**src/hdl/bhd_pkg.sv**
```systemverilog
`timescale 1ns / 1ps
`default_nettype none

package bhd_pkg;

  localparam logic [7:0] CH_BSLASH = 8'h5C;
  localparam logic [7:0] CH_X      = 8'h78;
  localparam logic [7:0] CH_0      = 8'h30;
  localparam logic [7:0] CH_9      = 8'h39;
  localparam logic [7:0] CH_LA     = 8'h61;
  localparam logic [7:0] CH_LF     = 8'h66;
  localparam logic [7:0] CH_UA     = 8'h41;
  localparam logic [7:0] CH_UF     = 8'h46;

  // low nibble of 'a' or 'A' is 1, so value = low nibble + 9
  localparam logic [3:0] HEX_ALPHA_OFS = 4'd9;

  localparam logic [15:0] COUNT_MAX = 16'hFFFF;

  // output queue entries
  localparam int unsigned QDEPTH = 2;
  localparam int unsigned QCNT_W = $clog2(QDEPTH + 1);

  typedef enum logic [1:0] {
    PH_PLAIN,
    PH_ESC,
    PH_HEX0,
    PH_HEX1
  } phase_t;

  typedef struct packed {
    logic [7:0]  out_byte;
    logic        run_last;
    logic        string_end;
    logic        bad_digit;
    logic        unknown_escape;
    logic [15:0] decoded_len;
  } result_t;

  typedef struct packed {
    phase_t phase;
    logic   count_zero;
  } dec_status_t;

  typedef struct packed {
    logic [QCNT_W-1:0] cnt;
  } q_status_t;

  // returns {bad, nibble}; a non-hex character counts as zero
  function automatic logic [4:0] nibble_of(logic [7:0] c);
    logic [4:0] res;
    if (c >= CH_0 && c <= CH_9) begin
      res = {1'b0, c[3:0]};
    end else if ((c >= CH_LA && c <= CH_LF) || (c >= CH_UA && c <= CH_UF)) begin
      res = {1'b0, c[3:0] + HEX_ALPHA_OFS};
    end else begin
      res = 5'b10000;
    end
    return res;
  endfunction

  function automatic logic [15:0] sat_inc(logic [15:0] v);
    logic [15:0] res;
    if (v == COUNT_MAX) begin
      res = v;
    end else begin
      res = v + 16'd1;
    end
    return res;
  endfunction

endpackage

`default_nettype wire

```
**src/hdl/bhd_decode.sv**
```systemverilog
`timescale 1ns / 1ps
`default_nettype none

module bhd_decode (
  input  wire logic                 clk,
  input  wire logic                 rst_n,
  input  wire logic [7:0]           in_byte,
  input  wire logic                 in_final,
  input  wire logic                 step,
  output logic [1:0]                res_n,
  output bhd_pkg::result_t          res0,
  output bhd_pkg::result_t          res1,
  output bhd_pkg::dec_status_t      status
);
  import bhd_pkg::*;

  phase_t      phase_r, phase_nxt;
  logic [7:0]  held_r, held_nxt;
  logic [15:0] count_r, count_nxt;
  logic [15:0] cnt1, cnt2;
  logic [4:0]  nib_hi, nib_lo;

  assign cnt1   = sat_inc(count_r);
  assign cnt2   = sat_inc(cnt1);
  assign nib_hi = nibble_of(held_r);
  assign nib_lo = nibble_of(in_byte);

  always_comb begin
    phase_nxt = phase_r;
    held_nxt  = held_r;
    res_n     = 2'd0;
    res0      = '{out_byte: in_byte, run_last: 1'b0, string_end: 1'b0,
                  bad_digit: 1'b0, unknown_escape: 1'b0, decoded_len: cnt1};
    res1      = '{out_byte: in_byte, run_last: 1'b0, string_end: 1'b0,
                  bad_digit: 1'b0, unknown_escape: 1'b0, decoded_len: cnt2};
    case (phase_r)
      PH_PLAIN: begin
        if (in_byte == CH_BSLASH && !in_final) begin
          phase_nxt = PH_ESC;
        end else begin
          res_n = 2'd1;
        end
      end
      PH_ESC: begin
        phase_nxt = PH_PLAIN;
        if (in_byte == CH_BSLASH) begin
          res_n = 2'd1;
        end else if (in_byte == CH_X) begin
          if (in_final) begin
            res_n = 2'd1;
          end else begin
            phase_nxt = PH_HEX0;
          end
        end else begin
          // keep the backslash, then pass the character
          res_n               = 2'd2;
          res0.out_byte       = CH_BSLASH;
          res0.unknown_escape = 1'b1;
        end
      end
      PH_HEX0: begin
        if (in_final) begin
          // truncated escape: drop the backslash, pass 'x' and the digit
          res_n         = 2'd2;
          res0.out_byte = CH_X;
          phase_nxt     = PH_PLAIN;
        end else begin
          held_nxt  = in_byte;
          phase_nxt = PH_HEX1;
        end
      end
      PH_HEX1: begin
        res_n          = 2'd1;
        res0.out_byte  = {nib_hi[3:0], nib_lo[3:0]};
        res0.bad_digit = nib_hi[4] | nib_lo[4];
        held_nxt       = '0;
        phase_nxt      = PH_PLAIN;
      end
      default: begin
        phase_nxt = PH_PLAIN;
      end
    endcase

    if (res_n == 2'd1) begin
      res0.run_last   = 1'b1;
      res0.string_end = in_final;
    end else if (res_n == 2'd2) begin
      res1.run_last   = 1'b1;
      res1.string_end = in_final;
    end

    if (res_n == 2'd1) begin
      count_nxt = cnt1;
    end else if (res_n == 2'd2) begin
      count_nxt = cnt2;
    end else begin
      count_nxt = count_r;
    end

    if (in_final) begin
      phase_nxt = PH_PLAIN;
      held_nxt  = '0;
      count_nxt = '0;
    end
  end

  always_ff @(posedge clk) begin
    if (!rst_n) begin
      phase_r <= PH_PLAIN;
      held_r  <= '0;
      count_r <= '0;
    end else if (step) begin
      phase_r <= phase_nxt;
      held_r  <= held_nxt;
      count_r <= count_nxt;
    end
  end

  assign status = '{phase: phase_r, count_zero: (count_r == '0)};

endmodule

`default_nettype wire

```
**src/hdl/bhd_outq.sv**
```systemverilog
`timescale 1ns / 1ps
`default_nettype none

module bhd_outq (
  input  wire logic                          clk,
  input  wire logic                          rst_n,
  input  wire logic [1:0]                    push_n,
  input  wire bhd_pkg::result_t              push0,
  input  wire bhd_pkg::result_t              push1,
  input  wire logic                          pop,
  output bhd_pkg::result_t                   head,
  output logic                               head_valid,
  output bhd_pkg::q_status_t                 status
);
  import bhd_pkg::*;

  result_t           e0_r, e0_nxt;
  result_t           e1_r, e1_nxt;
  logic [QCNT_W-1:0] cnt_r, cnt_nxt;
  logic [QCNT_W-1:0] kcnt;
  result_t           k0;

  always_comb begin
    // drop the head first, then append new requests behind what is left
    if (pop && cnt_r != '0) begin
      k0   = e1_r;
      kcnt = cnt_r - QCNT_W'(1);
    end else begin
      k0   = e0_r;
      kcnt = cnt_r;
    end
    e0_nxt  = k0;
    e1_nxt  = e1_r;
    cnt_nxt = kcnt;
    case (kcnt)
      QCNT_W'(0): begin
        e0_nxt  = push0;
        e1_nxt  = push1;
        cnt_nxt = QCNT_W'(push_n);
      end
      QCNT_W'(1): begin
        e1_nxt  = push0;
        cnt_nxt = kcnt + QCNT_W'(push_n);
      end
      default: begin
        cnt_nxt = kcnt;
      end
    endcase
  end

  always_ff @(posedge clk) begin
    if (!rst_n) begin
      cnt_r <= '0;
    end else begin
      cnt_r <= cnt_nxt;
    end
  end

  always_ff @(posedge clk) begin
    e0_r <= e0_nxt;
    e1_r <= e1_nxt;
  end

  assign head       = e0_r;
  assign head_valid = (cnt_r != '0);
  assign status     = '{cnt: cnt_r};

endmodule

`default_nettype wire

```
**src/hdl/backslash_hex_escape_decoder.sv**
```systemverilog
`timescale 1ns / 1ps
`default_nettype none

// Channel  Dir  Handshake             Payload
// in_      in   in_tvalid/in_tready   tdata[7:0] data_byte, tlast is_final
// out_     out  out_tvalid/out_tready tdata[7:0] out_byte, [23:8] decoded_len,
//                                     tlast run_last, tuser[2:0] flags
//
// One input byte is accepted per cycle when the output queue has room for the
// decoded bytes it yields; a byte that yields two decoded bytes takes two
// queue entries. The path is an input register, then decode into a
// two-entry output queue, whose free space sets when the input stage moves.
// Reset is synchronous, active low; it returns the escape phase to plain text
// and the count to zero. A stalled output backs up into in_tready.
module backslash_hex_escape_decoder (
  input  wire logic        clk,
  input  wire logic        rst_n,
  input  wire logic        in_tvalid,
  output logic             in_tready,
  input  wire logic [7:0]  in_tdata,   // [7:0] data_byte
  input  wire logic        in_tlast,   // is_final
  output logic             out_tvalid,
  input  wire logic        out_tready,
  output logic [23:0]      out_tdata,  // [7:0] out_byte, [23:8] decoded_len
  output logic             out_tlast,  // run_last
  output logic [2:0]       out_tuser   // [0] string_end, [1] bad_digit, [2] unknown_escape
);
  import bhd_pkg::*;

  logic [7:0]  in_byte_r;
  logic        in_final_r;
  logic        s1_valid_r;
  logic        pop, adv;
  logic [2:0]  free_slots;
  logic [1:0]  res_n, push_n;
  result_t     res0, res1, head;
  logic        head_valid;
  dec_status_t dstat;
  q_status_t   qstat;

  bhd_decode u_decode (
    .clk      (clk),
    .rst_n    (rst_n),
    .in_byte  (in_byte_r),
    .in_final (in_final_r),
    .step     (adv),
    .res_n    (res_n),
    .res0     (res0),
    .res1     (res1),
    .status   (dstat)
  );

  bhd_outq u_outq (
    .clk        (clk),
    .rst_n      (rst_n),
    .push_n     (push_n),
    .push0      (res0),
    .push1      (res1),
    .pop        (pop),
    .head       (head),
    .head_valid (head_valid),
    .status     (qstat)
  );

  assign pop        = out_tvalid & out_tready;
  assign free_slots = 3'(QDEPTH) - 3'(qstat.cnt) + {2'b00, pop};
  assign adv        = s1_valid_r && ({1'b0, res_n} <= free_slots);
  assign push_n     = adv ? res_n : 2'd0;
  assign in_tready  = !s1_valid_r || adv;

  always_ff @(posedge clk) begin
    if (!rst_n) begin
      s1_valid_r <= 1'b0;
    end else if (in_tready) begin
      s1_valid_r <= in_tvalid;
    end
  end

  always_ff @(posedge clk) begin
    if (in_tready && in_tvalid) begin
      in_byte_r  <= in_tdata;
      in_final_r <= in_tlast;
    end
  end

  assign out_tvalid = head_valid;
  assign out_tdata  = {head.decoded_len, head.out_byte};
  assign out_tlast  = head.run_last;
  assign out_tuser  = {head.unknown_escape, head.bad_digit, head.string_end};

  // the queue never holds more than its depth
  a_q_bound: assert property (@(posedge clk) disable iff (!rst_n)
    qstat.cnt <= QCNT_W'(QDEPTH))
    else $error("output queue overfilled");

  // a final byte leaves plain text and a cleared count behind
  a_final_clears: assert property (@(posedge clk) disable iff (!rst_n)
    (adv && in_final_r) |=> (dstat.phase == PH_PLAIN && dstat.count_zero))
    else $error("state not cleared after string end");

  // two results only come out of a pending escape
  a_two_from_escape: assert property (@(posedge clk) disable iff (!rst_n)
    (s1_valid_r && res_n == 2'd2) |-> (dstat.phase == PH_ESC || dstat.phase == PH_HEX0))
    else $error("two results outside an escape");

  // a string end is always the last result of its byte
  a_end_is_last: assert property (@(posedge clk) disable iff (!rst_n)
    (out_tvalid && out_tuser[0]) |-> out_tlast)
    else $error("string end without run last");

endmodule

`default_nettype wire

```
**config.mk**
```make
export PLATFORM = sky130hd
export DESIGN_NAME = backslash_hex_escape_decoder
export DESIGN_NICKNAME = d
export VERILOG_FILES = /design/src/hdl/bhd_pkg.sv /design/src/hdl/bhd_decode.sv /design/src/hdl/bhd_outq.sv /design/src/hdl/backslash_hex_escape_decoder.sv
export SDC_FILE = /design/constraint.sdc
export NUM_CORES = 1
export LEC_CHECK = 0
export ABC_AREA = 1
export CAP_MARGIN = 15
export CORE_ASPECT_RATIO = 0.6
export CORE_MARGIN = 1.5
export CORE_UTILIZATION = 31
export DETAILED_ROUTE_END_ITERATION = 10
export DONT_BUFFER_PORTS = 1
export PLACE_DENSITY = 0.57
export SLEW_MARGIN = 10
export SYNTH_ARGS = -nofsm -noshare
export SYNTH_HDL_FRONTEND = slang
export SYNTH_SLANG_ARGS = --single-unit
```
**constraint.sdc**
```tcl
create_clock -name clk -period 9 [get_ports clk]
set_input_delay 1.35 -clock clk [delete_from_list [all_inputs] [get_ports clk]]
set_output_delay 1.35 -clock clk [all_outputs]
set_load 0.02 [all_outputs]
```
==> impl_metrics.py <==
metrics = {
    "sta": {
        "hold_violations": 0,
        "fin_crit_ps": 5010,
        "fin_crit_sh_pct": 55.6,
        "tightestPinTransition_ps": 1100,
        "fin_worst_skew_ps": 12.1,
        "timing.fmax_mhz": 200,
        "finalSetupViolations": 0,
        "setup-tns-final_ps": 0,
        "maxSlewViolCount": 0,
        "whs_ps": 477,
        "rsz0062_at_grt": "no",
        "relSlewSlack_pct": 26.9,
    },
    "final_layout": {
        "multi_input_area_mm2": 0.00277,
        "nFillCells": 1871,
        "final_common_cell": "nand2_1",
        "ff_latch_area_mm2": 0.00253,
        "antenna_cells": 0,
        "layout-drive-gt1-share_pct": 9.87,
        "finalNonFillerCells": 959,
        "syn_to_final_growth_pct": 8.73,
        "final_nets": 742,
        "layout_common_cells": "nand2_1 (188), nor2_1 (89), o21ai_0 (67)",
    },
    "routing": {
        "top_layer_used": "met4",
        "met2_length_mm": 5.23,
        "wl_met3_mm": 1.38,
        "avgViaCountPerCell": 5.02,
        "wl_per_cell_um": 16.4,
        "drtIter0Drc": 490,
        "vias": 4817,
        "ant_nets": 0,
        "drt_wl_total_mm": 15.7,
        "wl_met1_mm": 9.02,
        "dr.pass1.iters": 7,
        "drc": 0,
    },
    "critical_path": {
        "critical_path.max_fanout": 32,
        "r2r-start": "in_byte_r[1]",
        "reg2reg_depth": 19,
        "worstPathRequired_ps": 7650,
        "cp-start-kind": "flip-flop",
        "max_stage_delay_ps": 800,
        "crit_path_end_kind": "output pin",
        "critPathSlowestCell": "inv_1",
        "crit_chain": "inv_1, ha_1, nand3_1, nor3_1, nand2_1, nand2_1, a21oi_4, inv_1, ha_1, nor2_1, o211ai_1",
        "reg2reg_to": "u_decode.count_r[13]",
        "cp-startpoint": "in_byte_r[1]",
        "ff2ff_setup_slack_ps": 4580,
        "critPathKind": "reg2out",
        "cp.arrival_ps": 3660,
    },
    "cts": {
        "cts_setup_buffers": 0,
        "cts_max_level": 3,
        "cts_tree": "done",
        "cts_resized": 0,
        "cts_made_buffers": 9,
        "cts_buffer_depth": 2,
        "cts.sinks": 94,
        "hold_buffers": 0,
        "clk_pin_slew_ps": 70,
        "clock_tree.root_cell": "clkbuf_16",
        "clkLatencyLatePin_ps": 350,
    },
    "logic_synthesis": {
        "postSynth.asyncResetShare_pct": 0,
        "ys.flop_type": "edfxtp_1",
        "syn_nets": 748,
        "ys_seq_area_share_pct": 44.3,
        "synth_compound_area_share_pct": 13.6,
        "synth-xor-area-share_pct": 1.82,
        "synth_fa_ha_area_share_pct": 3.28,
        "synth_top_family_by_area": "simple AND/OR/NAND/NOR gates",
        "synth.avg_cell_area_um2": 7.94,
        "synth_edf_count": 65,
        "yosysWarnings": 0,
        "syn_inst": 720,
        "netlist_area_mm2": 0.00572,
        "synth_cell_types": 47,
        "synth.area.mux_share_pct": 0,
        "yosys.area_share.simple_pct": 29.7,
        "synth_seq_cells": 94,
    },
    "place": {
        "io_buffers": 0,
        "dp_cells": 943,
        "dpl.hpwl_mm": 11.8,
        "gp_congestion": 0.920,
    },
    "run_status": {
        "status": "finished, final reports clean",
    },
    "global_routing": {
        "grt-ovfl-total": 0,
        "grt_usage_pct": 17.0,
        "grt_pass1_vias": 4282,
        "antenna_found_initial": 0,
        "grt_max_degree": 42,
        "grt_pass1_wl_mm": 24.8,
    },
    "die": {
        "ioPinCount": 43,
        "die_width_um": 178,
        "rows": 38,
        "die_area_mm2": 0.0193,
        "core_region_area_mm2": 0.0181,
        "start_util_pct": 31.7,
        "die_h_um": 108,
    },
    "pwr": {
        "cellLeakagePower_nw": 2.39,
        "p_per_area_mw_per_mm2": 328,
        "ir_drop_mv": 0.280,
    },
    "min_path": {
        "hp-class": "reg2reg",
        "holdPathStages": 2,
        "holdPathEnd": "u_decode.held_r[5]",
        "min_from": "u_decode.held_r[5]",
    },
    "flow_run": {
        "drv_cap": 0,
    },
}
## power by group
group	leakage [nW]	internal, W	switching, W
sequential	0.927	0.000725	0.000136
clock	0.144	0.000219	0.000178
combinational	1.32	0.000204	0.000576
total	2.39	0.00115	0.000890
## through the flow
| step | area (um^2) | setup slack, ps | total power (W) | util, % |
|---|---|---|---|---|
| 2_1_floorplan | 5720 | 4310 | 0.00140 | - |
| 3_3_place_gp | 5910 | 4470 | 0.00164 | 32.7 |
| 3_5_place_dp | 5910 | 4430 | 0.00164 | 32.7 |
| 4_1_cts | 6220 | 4040 | 0.00204 | 34.4 |
| 5_1_grt | 6220 | 3740 | 0.00219 | 34.4 |
| 6_report | 6220 | 3990 | 0.00204 | 34.4 |
## worst max path at each step
stage	cells past startpoint	slack [ps]	end
floorplan	7	4310	u_outq.head[0]
global placement	11	4470	in_tready
detailed placement	11	4430	in_tready
CTS	11	4040	in_tready
global route	11	3740	in_tready
finish	11	3990	in_tready
## cells by family after synthesis
logic type                 count (synthesis)
buffers and inverters                     92
AOI/OAI and AO/OA                        135
xor gates and xnor gates                  11
adders and majority gates                 15
DFF                                       94
and+or+nand+nor                          373
## critical path: cells and delay by family (launching register included)
family / cells / cell delay, ps
compound gates: 2 / 560
simple gates: 5 / 730
buf+inv: 2 / 980
fa+ha+maj: 2 / 510
flops: 1 / 520
## final cells by class
class                   instances  area share, %
repair buffers                  7          0.845
clock buffers                   9           3.62
multi-input cells             534           44.6
flip-flops and latches         94           40.7
clock inverters                 7           1.27
inverters                      68           4.14
well taps                     240           4.83
## synth_stat cells, types with 2 or more instances
master     instances  area, um^2
nor2_2             5        31.3
nor2_4             5        56.3
o21ai_0           67         335
inv_2              4        15.0
nand2_1          188         706
dfxtp_1           29         581
ha_1              15         188
nor2_1            89         334
a31oi_1           19         119
buf_2              2        10.0
and2_1             2        12.5
o2111ai_1          2        17.5
a211oi_1           2        15.0
clkbuf_1          13        48.8
buf_6              2        22.5
nand3_1           41         205
inv_1             63         236
nor3_1             7        35.0
a22oi_1            2        15.0
nand4_1           10        62.6
a21oi_2            7        61.3
nand3b_1           4        30.0
nand3_2            2        20.0
nor2_8             2        40.0
nand2_2           10        62.6
xor2_1             7        61.3
edfxtp_1          65        1950
xnor2_1            3        26.3
nand2_4            5        56.3
a21oi_1           26         130
o21ai_2            2        17.5
o211ai_1           3        22.5
clkbuf_8           3        41.3
## per-layer routing
| layer | vias up | track usage, % |
|---|---|---|
| li1 | 2404 | - |
| met1 | 2230 | 29.3 |
| met2 | 176 | 19.4 |
| met3 | 7 | 4.75 |
| met4 | 0 | 3.04 |
| met5 | - | 0 |
## sequential cells by signal, summed over array words and instances (netlist names)
| name | cells |
|---|---|
| in_byte_r | 8 |
| u_outq.e1_r | 28 |
| s1_valid_r | 1 |
| u_decode.held_r | 8 |
| u_outq.status | 2 |
| u_outq.head | 28 |
| in_final_r | 1 |
| u_decode.count_r | 16 |
| u_decode.phase_r | 2 |
Note: power is estimated with default switching activity, not from simulation.
